==> src/rtl/bci_pkg.sv <==
`default_nettype none
package bci_pkg;

  localparam int NumLevels = 8;
  localparam int LevelW    = 8;
  localparam int PointW    = 3;
  localparam int CfgIdxW   = 4;
  localparam int RecipShift = 24;
  localparam int RecipW     = RecipShift + 1;

  typedef logic [NumLevels-1:0][LevelW-1:0] bci_level_arr_t;

  // entry 7 first in the packed literal
  localparam bci_level_arr_t LevelReset = {
    8'd255, 8'd218, 8'd182, 8'd145, 8'd109, 8'd72, 8'd36, 8'd0
  };

  // classified item handed from the front to the back
  typedef struct packed {
    logic              preview;
    logic [PointW-1:0] point;   // curve point in preview, segment otherwise
    logic [7:0]        offset;  // distance from the segment's lower bound
  } bci_cmd_t;

endpackage
`default_nettype wire

==> src/rtl/brightness_curve_interpolator.sv <==
// path: an accepted item is held in the queue, then passes the stage-1, stage-2 and output registers with its strobe
// throughput: one item per cycle while busy is low; the back pipeline drains the queue every cycle,
// so busy stays low in normal use and the queue only parts front from back
// reset: curve levels return to their defaults, queue and pipeline empty
// the receiver cannot stall: each result is shown for exactly one cycle
`default_nettype none
module brightness_curve_interpolator #(
  parameter int POINTS = 8
) (
  input  wire logic                        clk_i,
  input  wire logic                        rst_ni,
  input  wire logic                        start,
  output logic                             busy,
  input  wire logic [7:0]                  light_level_i,
  input  wire logic [7:0]                  pot_position_i,
  input  wire logic [3:0]                  preview_point_i,
  output logic                             result_valid_o,
  output logic [7:0]                       brightness_o,
  input  wire logic                        cfg_valid_i,
  output logic                             cfg_ready_o,
  input  wire logic [bci_pkg::CfgIdxW-1:0] cfg_index_i,
  input  wire logic [7:0]                  cfg_data_i
);
  import bci_pkg::*;

  bci_level_arr_t levels_q, levels_d;
  bci_cmd_t       front_cmd, queue_cmd;
  logic           q_empty, q_full;

  assign cfg_ready_o = 1'b1;
  assign busy        = q_full;

  always_comb begin
    levels_d = levels_q;
    if (cfg_valid_i && (cfg_index_i < CfgIdxW'(NumLevels))) begin
      levels_d[cfg_index_i[PointW-1:0]] = cfg_data_i;
    end
  end

  always_ff @(posedge clk_i or negedge rst_ni) begin
    if (!rst_ni) begin
      levels_q <= LevelReset;
    end else begin
      levels_q <= levels_d;
    end
  end

  bci_front #(.POINTS(POINTS)) u_front (
    .light_level_i  (light_level_i),
    .pot_position_i (pot_position_i),
    .preview_point_i(preview_point_i),
    .cmd_o          (front_cmd)
  );

  bci_queue u_queue (
    .clk_i      (clk_i),
    .rst_ni     (rst_ni),
    .push_i     (start && !q_full),
    .push_data_i(front_cmd),
    .pop_i      (!q_empty),
    .pop_data_o (queue_cmd),
    .empty_o    (q_empty),
    .full_o     (q_full)
  );

  bci_back #(.POINTS(POINTS)) u_back (
    .clk_i         (clk_i),
    .rst_ni        (rst_ni),
    .cmd_valid_i   (!q_empty),
    .cmd_i         (queue_cmd),
    .levels_i      (levels_q),
    .result_valid_o(result_valid_o),
    .brightness_o  (brightness_o)
  );

endmodule
`default_nettype wire

==> src/rtl/bci_front.sv <==
`default_nettype none
module bci_front #(
  parameter int POINTS = 8
) (
  input  wire logic [7:0]       light_level_i,
  input  wire logic [7:0]       pot_position_i,
  input  wire logic [3:0]       preview_point_i,
  output bci_pkg::bci_cmd_t     cmd_o
);
  import bci_pkg::*;

  logic [9:0]        sum;
  logic [7:0]        corr;
  logic [NumLevels-1:0][7:0] hi_bound;
  logic [NumLevels-1:0][7:0] lo_bound;
  logic [NumLevels-1:0]      above;
  logic [PointW-1:0] seg;
  logic [PointW-1:0] prev_idx;

  for (genvar g = 0; g < NumLevels; g++) begin : g_bound
    if (g < POINTS - 1) begin : g_used
      localparam int HiB = (255 * (g + 1)) / (POINTS - 1);
      localparam int LoB = (255 * g) / (POINTS - 1);
      assign hi_bound[g] = 8'(HiB);
      assign lo_bound[g] = 8'(LoB);
    end else begin : g_unused
      assign hi_bound[g] = 8'd255;
      assign lo_bound[g] = 8'd0;
    end
  end

  always_comb begin
    sum = {2'b00, light_level_i} + {2'b00, pot_position_i} - 10'd127;
    if (sum[9]) begin
      corr = 8'd0;
    end else if (sum[8]) begin
      corr = 8'd255;
    end else begin
      corr = sum[7:0];
    end
  end

  // segment is the number of upper bounds lying strictly below the value
  always_comb begin
    seg = '0;
    for (int i = 0; i < NumLevels; i++) begin
      above[i] = (i < POINTS - 1) && (hi_bound[i] < corr);
      seg = seg + PointW'(above[i]);
    end
  end

  always_comb begin
    if (preview_point_i > 4'(POINTS)) begin
      prev_idx = PointW'(POINTS - 1);
    end else begin
      prev_idx = PointW'(preview_point_i - 4'd1);
    end
  end

  always_comb begin
    cmd_o.preview = (preview_point_i != 4'd0);
    cmd_o.point   = cmd_o.preview ? prev_idx : seg;
    cmd_o.offset  = corr - lo_bound[seg];
  end

endmodule
`default_nettype wire

==> src/rtl/bci_queue.sv <==
`default_nettype none
module bci_queue (
  input  wire logic              clk_i,
  input  wire logic              rst_ni,
  input  wire logic              push_i,
  input  wire bci_pkg::bci_cmd_t push_data_i,
  input  wire logic              pop_i,
  output bci_pkg::bci_cmd_t      pop_data_o,
  output logic                   empty_o,
  output logic                   full_o
);
  import bci_pkg::*;

  bci_cmd_t   mem_q [2];
  logic       wr_ptr_q, wr_ptr_d;
  logic       rd_ptr_q, rd_ptr_d;
  logic [1:0] cnt_q, cnt_d;
  logic       do_push, do_pop;

  assign empty_o    = (cnt_q == 2'd0);
  assign full_o     = (cnt_q == 2'd2);
  assign do_push    = push_i && !full_o;
  assign do_pop     = pop_i && !empty_o;
  assign pop_data_o = mem_q[rd_ptr_q];

  always_comb begin
    wr_ptr_d = do_push ? ~wr_ptr_q : wr_ptr_q;
    rd_ptr_d = do_pop ? ~rd_ptr_q : rd_ptr_q;
    cnt_d    = cnt_q + 2'(do_push) - 2'(do_pop);
  end

  always_ff @(posedge clk_i or negedge rst_ni) begin
    if (!rst_ni) begin
      wr_ptr_q <= 1'b0;
      rd_ptr_q <= 1'b0;
      cnt_q    <= 2'd0;
    end else begin
      wr_ptr_q <= wr_ptr_d;
      rd_ptr_q <= rd_ptr_d;
      cnt_q    <= cnt_d;
    end
  end

  always_ff @(posedge clk_i) begin
    if (do_push) begin
      mem_q[wr_ptr_q] <= push_data_i;
    end
  end

endmodule
`default_nettype wire

==> src/rtl/bci_back.sv <==
`default_nettype none
module bci_back #(
  parameter int POINTS = 8
) (
  input  wire logic                    clk_i,
  input  wire logic                    rst_ni,
  input  wire logic                    cmd_valid_i,
  input  wire bci_pkg::bci_cmd_t       cmd_i,
  input  wire bci_pkg::bci_level_arr_t levels_i,
  output logic                         result_valid_o,
  output logic [7:0]                   brightness_o
);
  import bci_pkg::*;

  logic [NumLevels-1:0][RecipW-1:0] recip_tab;

  // stage 1: level lookup and slope product
  logic [7:0]        lo_lvl, hi_lvl;
  logic signed [8:0] diff, off_s;
  logic signed [17:0] prod_d, prod_q;
  logic              v1_q;
  logic [7:0]        lo1_q;
  logic [PointW-1:0] seg1_q;

  // stage 2: divide by segment span via reciprocal
  logic [17:0]       neg_p;
  logic [15:0]       mag;
  logic [40:0]       wide;
  logic              v2_q;
  logic [7:0]        lo2_q, quo_q;
  logic              neg2_q;

  logic [7:0]        res_d;

  for (genvar g = 0; g < NumLevels; g++) begin : g_recip
    if (g < POINTS - 1) begin : g_used
      localparam int Span  = (255 * (g + 1)) / (POINTS - 1) - (255 * g) / (POINTS - 1);
      localparam int SpanS = (Span == 0) ? 1 : Span;
      localparam int Recip = ((1 << RecipShift) + SpanS - 1) / SpanS;
      assign recip_tab[g] = RecipW'(Recip);
    end else begin : g_unused
      assign recip_tab[g] = '0;
    end
  end

  always_comb begin
    lo_lvl = levels_i[cmd_i.point];
    hi_lvl = levels_i[PointW'(cmd_i.point + PointW'(1))];
    diff   = cmd_i.preview ? 9'sd0 : $signed({1'b0, hi_lvl} - {1'b0, lo_lvl});
    off_s  = $signed({1'b0, cmd_i.offset});
    prod_d = off_s * diff;
  end

  always_comb begin
    neg_p = 18'(-prod_q);
    mag   = prod_q[17] ? neg_p[15:0] : prod_q[15:0];
    wide  = {25'b0, mag} * {16'b0, recip_tab[seg1_q]};
    res_d = neg2_q ? (lo2_q - quo_q) : (lo2_q + quo_q);
  end

  always_ff @(posedge clk_i or negedge rst_ni) begin
    if (!rst_ni) begin
      v1_q           <= 1'b0;
      v2_q           <= 1'b0;
      result_valid_o <= 1'b0;
    end else begin
      v1_q           <= cmd_valid_i;
      v2_q           <= v1_q;
      result_valid_o <= v2_q;
    end
  end

  always_ff @(posedge clk_i) begin
    prod_q       <= prod_d;
    lo1_q        <= lo_lvl;
    seg1_q       <= cmd_i.point;
    quo_q        <= wide[RecipShift+7:RecipShift];
    neg2_q       <= prod_q[17];
    lo2_q        <= lo1_q;
    brightness_o <= res_d;
  end

endmodule
`default_nettype wire
==> config.mk <==
export PLATFORM = sky130hd
export DESIGN_NAME = brightness_curve_interpolator
export DESIGN_NICKNAME = d
export VERILOG_FILES = /design/src/rtl/bci_pkg.sv /design/src/rtl/brightness_curve_interpolator.sv /design/src/rtl/bci_front.sv /design/src/rtl/bci_queue.sv /design/src/rtl/bci_back.sv
export SDC_FILE = /design/constraint.sdc
export NUM_CORES = 1
export LEC_CHECK = 0
export BUFFER_PORTS_ARGS = -buffer_cell sky130_fd_sc_hd__buf_4
export CAP_MARGIN = 20
export CORE_ASPECT_RATIO = 1.25
export CORE_MARGIN = 1.5
export CORE_UTILIZATION = 55
export CTS_CLUSTER_SIZE = 10
export DETAILED_ROUTE_END_ITERATION = 6
export PLACE_DENSITY = 0.72
export SYNTH_ARGS = -nofsm -noshare
export SYNTH_HDL_FRONTEND = slang
export SYNTH_SLANG_ARGS = --single-unit
==> constraint.sdc <==
create_clock -name clk_i -period 10.25 [get_ports clk_i]
set_input_delay 1.025 -clock clk_i [delete_from_list [all_inputs] [get_ports clk_i]]
set_output_delay 1.025 -clock clk_i [all_outputs]
set_load 0.05 [all_outputs]
==> results.md, run 1 <==
* Fin crit share at 0.9101
* Clock buffer depth at 2
* GRT Util Overall at 0.2445
* Critical path's slowest cell: xnor2_1
* Avg Synthesized Cell Area at 10.03 um^2
* Die height at 205.4 um
* Worst-margin pin slew at 1.031 ns
* Hold Path Depth at 0
* Starting Density at 0.5625
* Setup crit start kind: register
* Commonest cells after routing, fill and taps aside: inv_1 (416), fa_1 (254), ha_1 (199), nand2_1 (145), mux2_2 (81)
* Setup WS post-layout at 0.9210 ns
* Post-synth EDFFs at 24
* Ratio of cells with drive above 1 in the final layout at 0.1286
* Final min period at just over 9 ns
* Final Hold Violating Endpoints at 0
* Area share of the largest cell type after synthesis at 0.2820
* Crit path max-delay family: adder cells
* Worst r2r src: u_queue.rd_ptr_q$_DFFE_PN0P_
* Largest net degree at the start of global routing at 72
* Crit-path max cell delay at just under 0.7 ns
* Fin cells at 2263
* Via count at roughly 12000
* Seq/Total Area, Yosys at 0.1994
* PortBufs at 45
* Post-CTS Setup Bufs at 0
* H-tree depth at 4
* Final ANT Viol Nets at 0
* Worst Hold End: u_back.lo2_q[5]$_DFF_P_
* F_max at 0.1072 GHz
* CTS Buf Count at 17
* Post-CTS Hold Fix Bufs at 0
* Synth Net Count at 2286
* Post-synth top flop: dfxtp_1
* Post-synth ARST share at 0.4797
* CTS root buf: clkbuf_16
* I/O Pins at 47
* Antenna fix cells at 0
* First-pass GRT wire length at 64.49 mm
* Post_cts resized at 0
* Clk sinks at 148
* Setup CP Type: register to register
* Min-Delay Path Class: register to register
* Setup-failing EPs final at 0
* Yosys reg bits at approximately 150
* R2r worst-path depth at 37
* Clk_skew at 0.01085 ns
* Synth warnings at 0
* HPWL after detailed placement at 32.10 mm
* Buf/Inv on CP at 7
* Slew margin rel. at 0.3111
* RSZ-0062 raised after global routing: no
* Max-slew violations at 0
* Critical Path End Type: register
* Arrival time at the worst endpoint at 9.68 ns
* Status: finished clean
* Post-DR vias/cell at 5.438
* DIE WIDTH at 165.0 um
* Pre-CTS WS at 0.9188 ns
* Clock-pin slew on the worst setup and hold paths at about 0.070 ns
* Cell Rows at 73
* Synth unique cells at 77
* Reg2reg setup slack at 0.92 ns
* Util after Layout at 0.6061
* Clock latency on the worst-skew pair at 0.43 ns
* Worst-path maximum fanout at 34
* Vias in the first global route at 13280
* Final wirelength at about 38 mm
* RR Endpoint: u_back.prod_q[17]$_DFF_P_
* Leading post-synthesis cells by cell area: fa_1 (28%), ha_1 (14%), inv_1 (8.7%)
* CTS tree: done
* # fillers at between 2000 and 3000
* Min-Delay Startpoint: u_back.lo1_q[5]$_DFF_P_
* Core ar. at 32060 um^2
* Gr ovfl total at 0
* Initial DRC Count at 593
* DRC at 0
* Nets@finish at 2327
* P&R area growth vs syn at 7.764%
* Most common cell after layout, fill and taps aside: inv_1
* Max cap viols at 0
* Setup_tns at 0 ns
* Detailed Routing Iterations Pass 1 at 5
* Worst Path Required at approximately 11 ns
* Post-synth top area cell: fa_1
* Most frequent CP cell: fa_1
* Avg WL per Cell at 16.70 um
* Die area at ~34000 um^2
* Post-Syn Area at 18030 um^2
* Initial antenna violation count at 0
* Placed insts at about 2200
* GPL Wtd Cong at 0.9350
* Mapped Cells at 1797
registers in the layout, indices dropped and copies added (netlist names), 2 cells and up, named ones only:
register and count:
u_back.quo_q 8, u_back.prod_q 17, u_queue.mem_q 24, levels_q 64
u_back.lo2_q 8, u_back.lo1_q 8, u_queue.cnt_q 2, u_back.brightness_o 8
synthesized netlist by cell type, types with 20 or more instances:
master and number:
a21oi_1 34, a31oi_1 24, and3_1 20, clkbuf_1 27, dfrtp_1 41, dfstp_2 30
dfxtp_1 53, edfxtp_1 24, fa_1 254, ha_1 199, inv_1 416, mux2_2 81
mux2i_1 20, nand2_1 145, nor2_1 74, nor2b_1 24, o21ai_0 37, xnor2_1 51
xor2_1 22
cell type report:
cell class / count / area [um^2] / share of cell area
multi-input cells: 1201 / 12770 / 0.6573
flip-flops and latches: 148 / 3596 / 0.1850
inverters: 416 / 1562 / 0.08036
well taps: 412 / 515.5 / 0.02653
clock buffers: 18 / 450.4 / 0.02318
repair buffers: 54 / 405.4 / 0.02086
clock inverters: 14 / 131.4 / 0.006761
kinds of logic (layout without fill, tap and decap cells):
| kind of cell | count (synthesis) | count (layout) | synth area share |
|---|---|---|---|
| AOI/OAI and AO/OA | 181 | 181 | 0.06758 |
| xor gates and xnor gates | 74 | 74 | 0.03671 |
| adders and majority gates | 453 | 453 | 0.4201 |
| buffers and inverters | 448 | 502 | 0.09374 |
| DFF | 148 | 148 | 0.1994 |
| muxes | 117 | 117 | 0.08167 |
| other | 1 | 1 | 0.0002080 |
| and+or+nand+nor | 375 | 375 | 0.1006 |
routing by layer:
metal  vias to the layer above  share of wire  track usage
li1                       5799              -            -
met1                      6135           0.39       0.2793
met2                       275           0.54       0.4604
met3                        98          0.026      0.02762
met4                         0          0.039      0.09588
met5                         -              0            0
through the flow:
stage,instance area [um^2],hold WS [ns]
global placement,18850,0.3104
global route,19430,0.3353
CTS,19430,0.3305
detailed placement,18850,0.3143
finish,19430,0.3281
floorplan,18030,0.3096
worst max-delay path by stage:
stage | start | endpoint | slack [ns] | depth (start not counted)
after floorplan | u_queue.rd_ptr_q$_DFFE_PN0P_ | u_back.prod_q[15]$_DFF_P_ | 0.26 | 38
after global placement | u_queue.rd_ptr_q$_DFFE_PN0P_ | u_back.prod_q[15]$_DFF_P_ | 1.24 | 37
after detailed placement | u_queue.rd_ptr_q$_DFFE_PN0P_ | u_back.prod_q[17]$_DFF_P_ | 0.92 | 37
after CTS | u_queue.rd_ptr_q$_DFFE_PN0P_ | u_back.prod_q[17]$_DFF_P_ | 0.91 | 37
after global routing | u_queue.rd_ptr_q$_DFFE_PN0P_ | u_back.prod_q[17]$_DFF_P_ | 0.14 | 37
final | u_queue.rd_ptr_q$_DFFE_PN0P_ | u_back.prod_q[17]$_DFF_P_ | 0.92 | 37
Power of run 1 is left out: the tool's default activity adds up to more than one toggle a clock period on the data nets, which glitch-free logic cannot reach.
==> run 2, diff against run 1 <==
- RECOVER_POWER: default -> 50
==> run 2 against run 1 <==
The flow now finishes with violations (max-capacitance violations, max-slew violations). Register-to-register slack barely moved. Flip-flop and latch count unchanged. Core utilization decreased by 0.094 points. Routed wire length about the same. Global-route usage unchanged. First-iteration DRC count decreased by 0.17%. Sequential share of layout area hardly changed. Via count shrank 0.39%. Highest routed layer unchanged. Fmax down 0.15%. Critical path depth stayed put. Clock-buffer cell count unchanged. Final cell count is the same.
==> results.md, run 2 (synthesized netlist as in run 1, its figures left out) <==
* RR Endpoint: u_back.prod_q[17]$_DFF_P_
* Hold WS at 0.3281 ns (+0.00005000 ns)
* Avg WL per Cell at 16.71 um (about the same)
* Setup_tns at 0 ns (unchanged)
* Nets@finish at 2327 (unchanged)
* Most frequent CP cell: fa_1
* Worst-margin pin slew at 3.629 ns (+2.598 ns)
* Critical path's slowest cell: xnor2_1
* Min-Delay Path Class: register to register
* H-tree depth at 4 (unchanged)
* RSZ-0062 raised after global routing: no
* Clock-pin slew on the worst setup and hold paths at 0.07 ns (about the same)
* Arrival time at the worst endpoint at 9.70 ns (+0.02 ns)
* GPL Wtd Cong at 0.9350 (unchanged)
* Clk_skew at 0.01040 ns (-0.0004487 ns)
* Post-CTS Setup Bufs at 0 (unchanged)
* Final min period at 9.343 ns (+0.01439 ns)
* Largest net degree at the start of global routing at 72 (unchanged)
* First-pass GRT wire length at 64.49 mm (unchanged)
* F_max at 0.1070 GHz (-0.15%)
* Via count at 12260 (-0.39%)
* Initial DRC Count at 592 (-0.17%)
* Final Hold Violating Endpoints at 0 (unchanged)
* HPWL after detailed placement at 32.10 mm (unchanged)
* Pre-CTS WS at 0.9188 ns (unchanged)
* Most common cell after layout, fill and taps aside: inv_1
* Ratio of cells with drive above 1 in the final layout at 0.1243 (-0.004322)
* Gr ovfl total at 0 (unchanged)
* Max reg flops at 64 (unchanged)
* P&R area growth vs syn at 7.598%
* Detailed Routing Iterations Pass 1 at 5 (unchanged)
* Clock latency on the worst-skew pair at 0.43 ns (about the same)
* Critical Path End Type: register
* Setup crit start: u_queue.rd_ptr_q$_DFFE_PN0P_
* Crit path capture: u_back.prod_q[17]$_DFF_P_
* I/O Pins at 47 (unchanged)
* PortBufs at 45 (unchanged)
* Most flops, register: levels_q
* Cell Rows at 73 (unchanged)
* Core ar. at 32060 um^2 (unchanged)
* Max cap viols at 1 (+1)
* Die height at 205.4 um (unchanged)
* Slew margin rel. at -1.419 (-1.730)
* Crit-path max cell delay at 0.70 ns (about the same)
* Worst Path Required at 10.61 ns (about the same)
* Initial antenna violation count at 0 (unchanged)
* Commonest cells after routing, fill and taps aside: inv_1 (416), fa_1 (254), ha_1 (199), nand2_1 (145), mux2_2 (81)
* GRT Util Overall at 0.2445 (unchanged)
* Failing checks: max-capacitance violations, max-slew violations
* CTS tree: done
* Reg2reg setup slack at 0.91 ns (about the same)
* R2r worst-path depth at 37 (unchanged)
* DIE WIDTH at 165.0 um (unchanged)
* Clk sinks at 148 (unchanged)
* Util after Layout at 0.6052 (-0.0009370)
* Final ANT Viol Nets at 0 (unchanged)
* Setup WS post-layout at 0.9066 ns (-0.01439 ns)
* Worst r2r src: u_queue.rd_ptr_q$_DFFE_PN0P_
* Die area at 33890 um^2 (unchanged)
* Clock buffer depth at 2 (unchanged)
* Antenna fix cells at 0 (unchanged)
* Setup-failing EPs final at 0 (unchanged)
* Setup CP Type: register to register
* DRC at 0 (unchanged)
* Post-CTS Hold Fix Bufs at 0 (unchanged)
* CTS root buf: clkbuf_16
* Largest regs: levels_q x64, u_queue.mem_q x24, u_back.prod_q x17
* CTS Buf Count at 17 (unchanged)
* Vias in the first global route at 13280 (unchanged)
* Final wirelength at 37.82 mm (about the same)
* Worst-path maximum fanout at 34 (unchanged)
* Max-slew violations at 72 (+72)
* Fin crit share at 0.9115 (+0.001404)
* Starting Density at 0.5625 (unchanged)
* Status: finished with violations
* Post-DR vias/cell at 5.417 (-0.39%)
* Setup crit start kind: register
* Post_cts resized at 0 (unchanged)
run 2: worst min path at each step:
stage | startpoint | end | slack, ns | depth (start not counted)
3_5_place_dp | u_back.lo1_q[5]$_DFF_P_ | u_back.lo2_q[5]$_DFF_P_ | 0.31 | 0
4_1_cts | u_back.lo1_q[5]$_DFF_P_ | u_back.lo2_q[5]$_DFF_P_ | 0.33 | 0
3_3_place_gp | u_back.lo1_q[3]$_DFF_P_ | u_back.lo2_q[3]$_DFF_P_ | 0.31 | 0
2_1_floorplan | u_back.lo1_q[0]$_DFF_P_ | u_back.lo2_q[0]$_DFF_P_ | 0.31 | 0
6_report | u_back.lo1_q[5]$_DFF_P_ | u_back.lo2_q[5]$_DFF_P_ | 0.33 | 0
5_1_grt | u_back.lo1_q[5]$_DFF_P_ | u_back.lo2_q[5]$_DFF_P_ | 0.34 | 0
run 2: routing by layer:
metal / routed length [um] / up-vias / GRT usage
met5: 0 / - / 0
met2: 20540 / 234 / 0.4604
li1: - / 5804 / -
met1: 14730 / 6122 / 0.2793
met3: 1049 / 99 / 0.02762
met4: 1492 / 0 / 0.09588
run 2: worst max-delay path: cells and delay by family, from the launching register on:
family	cells	cell delay, ns
compound gates	12	2.18
mux	2	0.57
xor+xnor	2	0.83
flops	1	0.40
fa+ha+maj	9	3.80
buf+inv	7	0.86
simple gates	5	0.63
run 2: through the flow:
step	cell area [um^2]	std cells
6_report	19400	2263
5_1_grt	19400	2263
4_1_cts	19430	2263
3_5_place_dp	18850	2231
3_3_place_gp	18850	2231
2_1_floorplan	18030	1797
run 2: layout make-up:
type	count	area, um^2
Sequential cell	148	3596
Fill cell	2671	12660
Timing Repair Buffer	54	375.4
Clock buffer	18	450.4
Inverter	416	1562
Clock inverter	14	131.4
Multi-Input combinational cell	1201	12770
Tap cell	412	515.5
Power of run 2 is left out for the same reason.
==> run 3, diff against run 2 <==
- CAP_MARGIN: 20 -> 10
- clock period: 10.25 -> 7.55 ns (I/O delays scaled with it)
==> run 3 against run 2 <==
The flow finishes with violations (max-capacitance violations, max-slew violations, negative setup slack). Design area is 9.3% higher. Register-to-register slack worse by 0.94 ns. Core utilization is 5.6 points higher. First-iteration DRC count is 43% lower. Routed wire length is 9.0% higher. Flip-flop and latch count stayed put. Worst setup slack worse by 0.94 ns. Clock skew is 0.0039 ns higher. Die area stayed put. Hold slack worse by 0.0061 ns. Clock-buffer cell count stayed put. Highest routed layer unchanged.
==> results.md, run 3 (synthesized netlist as in run 1, its figures left out) <==
* Starting Density at 0.5625 (unchanged)
* I/O Pins at 47 (unchanged)
* Met3 usage at 0.03286 (+0.005241)
* PortBufs at 45 (unchanged)
* Clk_skew at 0.01426 ns (+0.003857 ns)
* Critical Path End Type: register
* Via count at 13080 (+6.7%)
* Max cap viols at 1 (unchanged)
* Placed Area at 20000 um^2 (+6.1%)
* Setup WS post-layout at -0.03599 ns (-0.9426 ns)
* P&R area growth vs syn at 17.64%
* GRT Util Overall at 0.2564 (+0.01190)
* First-pass GRT wire length at 67.12 mm (+4.1%)
* Max-slew violations at 72 (unchanged)
* Worst Path Required at 7.86 ns (-2.75 ns)
* Fin crit share at 1.005 (+0.09322)
* CTS tree: done
* Failing checks: max-capacitance violations, max-slew violations, negative setup slack
* Nets@finish at 2488 (+6.9%)
* Max reg flops at 64 (unchanged)
* Clk sinks at 148 (unchanged)
* Final Hold Violating Endpoints at 0 (unchanged)
* H-tree depth at 4 (unchanged)
* CTS Buf Count at 17 (unchanged)
* RSZ-0062 raised after global routing: yes
* Die area at 33890 um^2 (unchanged)
* Vias in the first global route at 14030 (+5.7%)
* Final Instance Area at 21210 um^2 (+9.3%)
* Worst-path maximum fanout at 6 (-82%)
* Min-Delay Path Class: register to register
* Setup CP Type: register to register
* CTS root buf: clkbuf_16
* GPL Wtd Cong at 0.9731 (+4.1%)
* Worst-margin pin slew at 3.675 ns (+0.04605 ns)
* F_max at 0.1318 GHz (+23%)
* Clock-pin slew on the worst setup and hold paths at 0.07 ns (about the same)
* Commonest cells after routing, fill and taps aside: inv_1 (396), fa_1 (240), buf_4 (199), ha_1 (182), nand2_1 (140)
* Die height at 205.4 um (unchanged)
* Most frequent CP cell: fa_1
* Util after Layout at 0.6617 (+0.05647)
* Post-DR vias/cell at 5.398 (-0.36%)
* Final min period at 7.586 ns (-1.757 ns)
* Most flops, register: levels_q
* Final wirelength at 41.22 mm (+9.0%)
* Setup crit start kind: register
* Antenna fix cells at 0 (unchanged)
* Largest net degree at the start of global routing at 72 (unchanged)
* Most common cell after layout, fill and taps aside: inv_1
* Arrival time at the worst endpoint at 7.90 ns (-1.80 ns)
* Initial DRC Count at 337 (-43%)
* Busiest grt layer: met2
* Largest regs: levels_q x64, u_queue.mem_q x24, u_back.prod_q x17
* Status: finished with violations
* Ratio of cells with drive above 1 in the final layout at 0.2520 (+0.1277)
* Cell Rows at 73 (unchanged)
* GR Util met1 at 0.2733 (-0.005930)
* Core ar. at 32060 um^2 (unchanged)
* Setup-failing EPs final at 2 (+2)
* Initial antenna violation count at 0 (unchanged)
* Crit-path max cell delay at 0.53 ns (-0.17 ns)
* Met2 Use GR at 0.4793 (+0.01891)
* Detailed Routing Iterations Pass 1 at 5 (unchanged)
* Avg WL per Cell at 17.00 um (+1.8%)
* DRC at 0 (unchanged)
* HPWL after detailed placement at 34.21 mm (+6.6%)
* Final ANT Viol Nets at 0 (unchanged)
* DIE WIDTH at 165.0 um (unchanged)
* Gr ovfl total at 0 (unchanged)
* Clock buffer depth at 2 (unchanged)
* Critical path's slowest cell: fa_1
* Slew margin rel. at -1.450 (-0.03070)
* Clock latency on the worst-skew pair at 0.43 ns (about the same)
[run 3: cell count changes in the layout (fill, tap and decap cells not counted), moves of 9 or more]
cell	delta
o21ai_0	-10
fa_1	-14
fa_2	+14
inv_2	+20
ha_4	+15
buf_4	+155
inv_1	-20
ha_1	-17
nor2b_1	-9
[run 3: worst paths after layout]
kind,startpoint,end,slack [ns],cells past startpoint
max,u_queue.rd_ptr_q$_DFFE_PN0P_,u_back.prod_q[15]$_DFF_P_,-0.04,34
min,u_back.lo1_q[4]$_DFF_P_,u_back.lo2_q[4]$_DFF_P_,0.32,0
max reg2reg,u_queue.rd_ptr_q$_DFFE_PN0P_,u_back.prod_q[15]$_DFF_P_,-0.04,34
min reg2reg,u_back.lo1_q[4]$_DFF_P_,u_back.lo2_q[4]$_DFF_P_,0.32,0
max in group asynchronous,rst_ni,u_queue.rd_ptr_q$_DFFE_PN0P_,3.65,1
min in group asynchronous,rst_ni,u_queue.rd_ptr_q$_DFFE_PN0P_,1.59,1
[run 3: timing repair]
item	in CTS	in global routing
pin swaps	55	77
hold buffers	0	0
endpoints found under the setup margin	11	17
buffers inserted	11	14
resized for setup	53	64
[run 3: stage by stage]
stage	setup TNS [ns]	hold WS, ns	worst slack, ns	cells
after floorplan	-0.8470	0.3096	-0.3426	1797
after global placement	-1.584	0.3115	-0.3025	2369
after detailed placement	-2.780	0.3121	-0.4494	2369
after CTS	-0.2376	0.3229	-0.1125	2412
after global routing	-1.461	0.3314	-0.3978	2424
final	-0.05030	0.3220	-0.03599	2424
[run 3: layer usage]
metal,vias up,wire [um]
met5,-,0
met4,0,2511
met3,145,1419
met2,324,22230
met1,6491,15060
li1,6124,-
[run 3: worst max-delay path: cells and delay by family, from the launching register on]
family | cells | cell delay [ns]
compound gates | 12 | 1.67
mux | 3 | 0.78
simple gates | 4 | 0.52
xor+xnor | 2 | 0.27
buf+inv | 5 | 0.44
fa+ha+maj | 8 | 3.37
flops | 1 | 0.44
[run 3: cell type report]
| class | count | area [um^2] |
|---|---|---|
| Inverter | 416 | 1562 |
| Tap cell | 412 | 515.5 |
| Sequential cell | 148 | 3598 |
| Multi-Input combinational cell | 1201 | 13370 |
| Clock inverter | 14 | 138.9 |
| Clock buffer | 18 | 429.2 |
| Fill cell | 2448 | 10850 |
| Timing Repair Buffer | 215 | 1600 |
Power of run 3 is left out for the same reason.
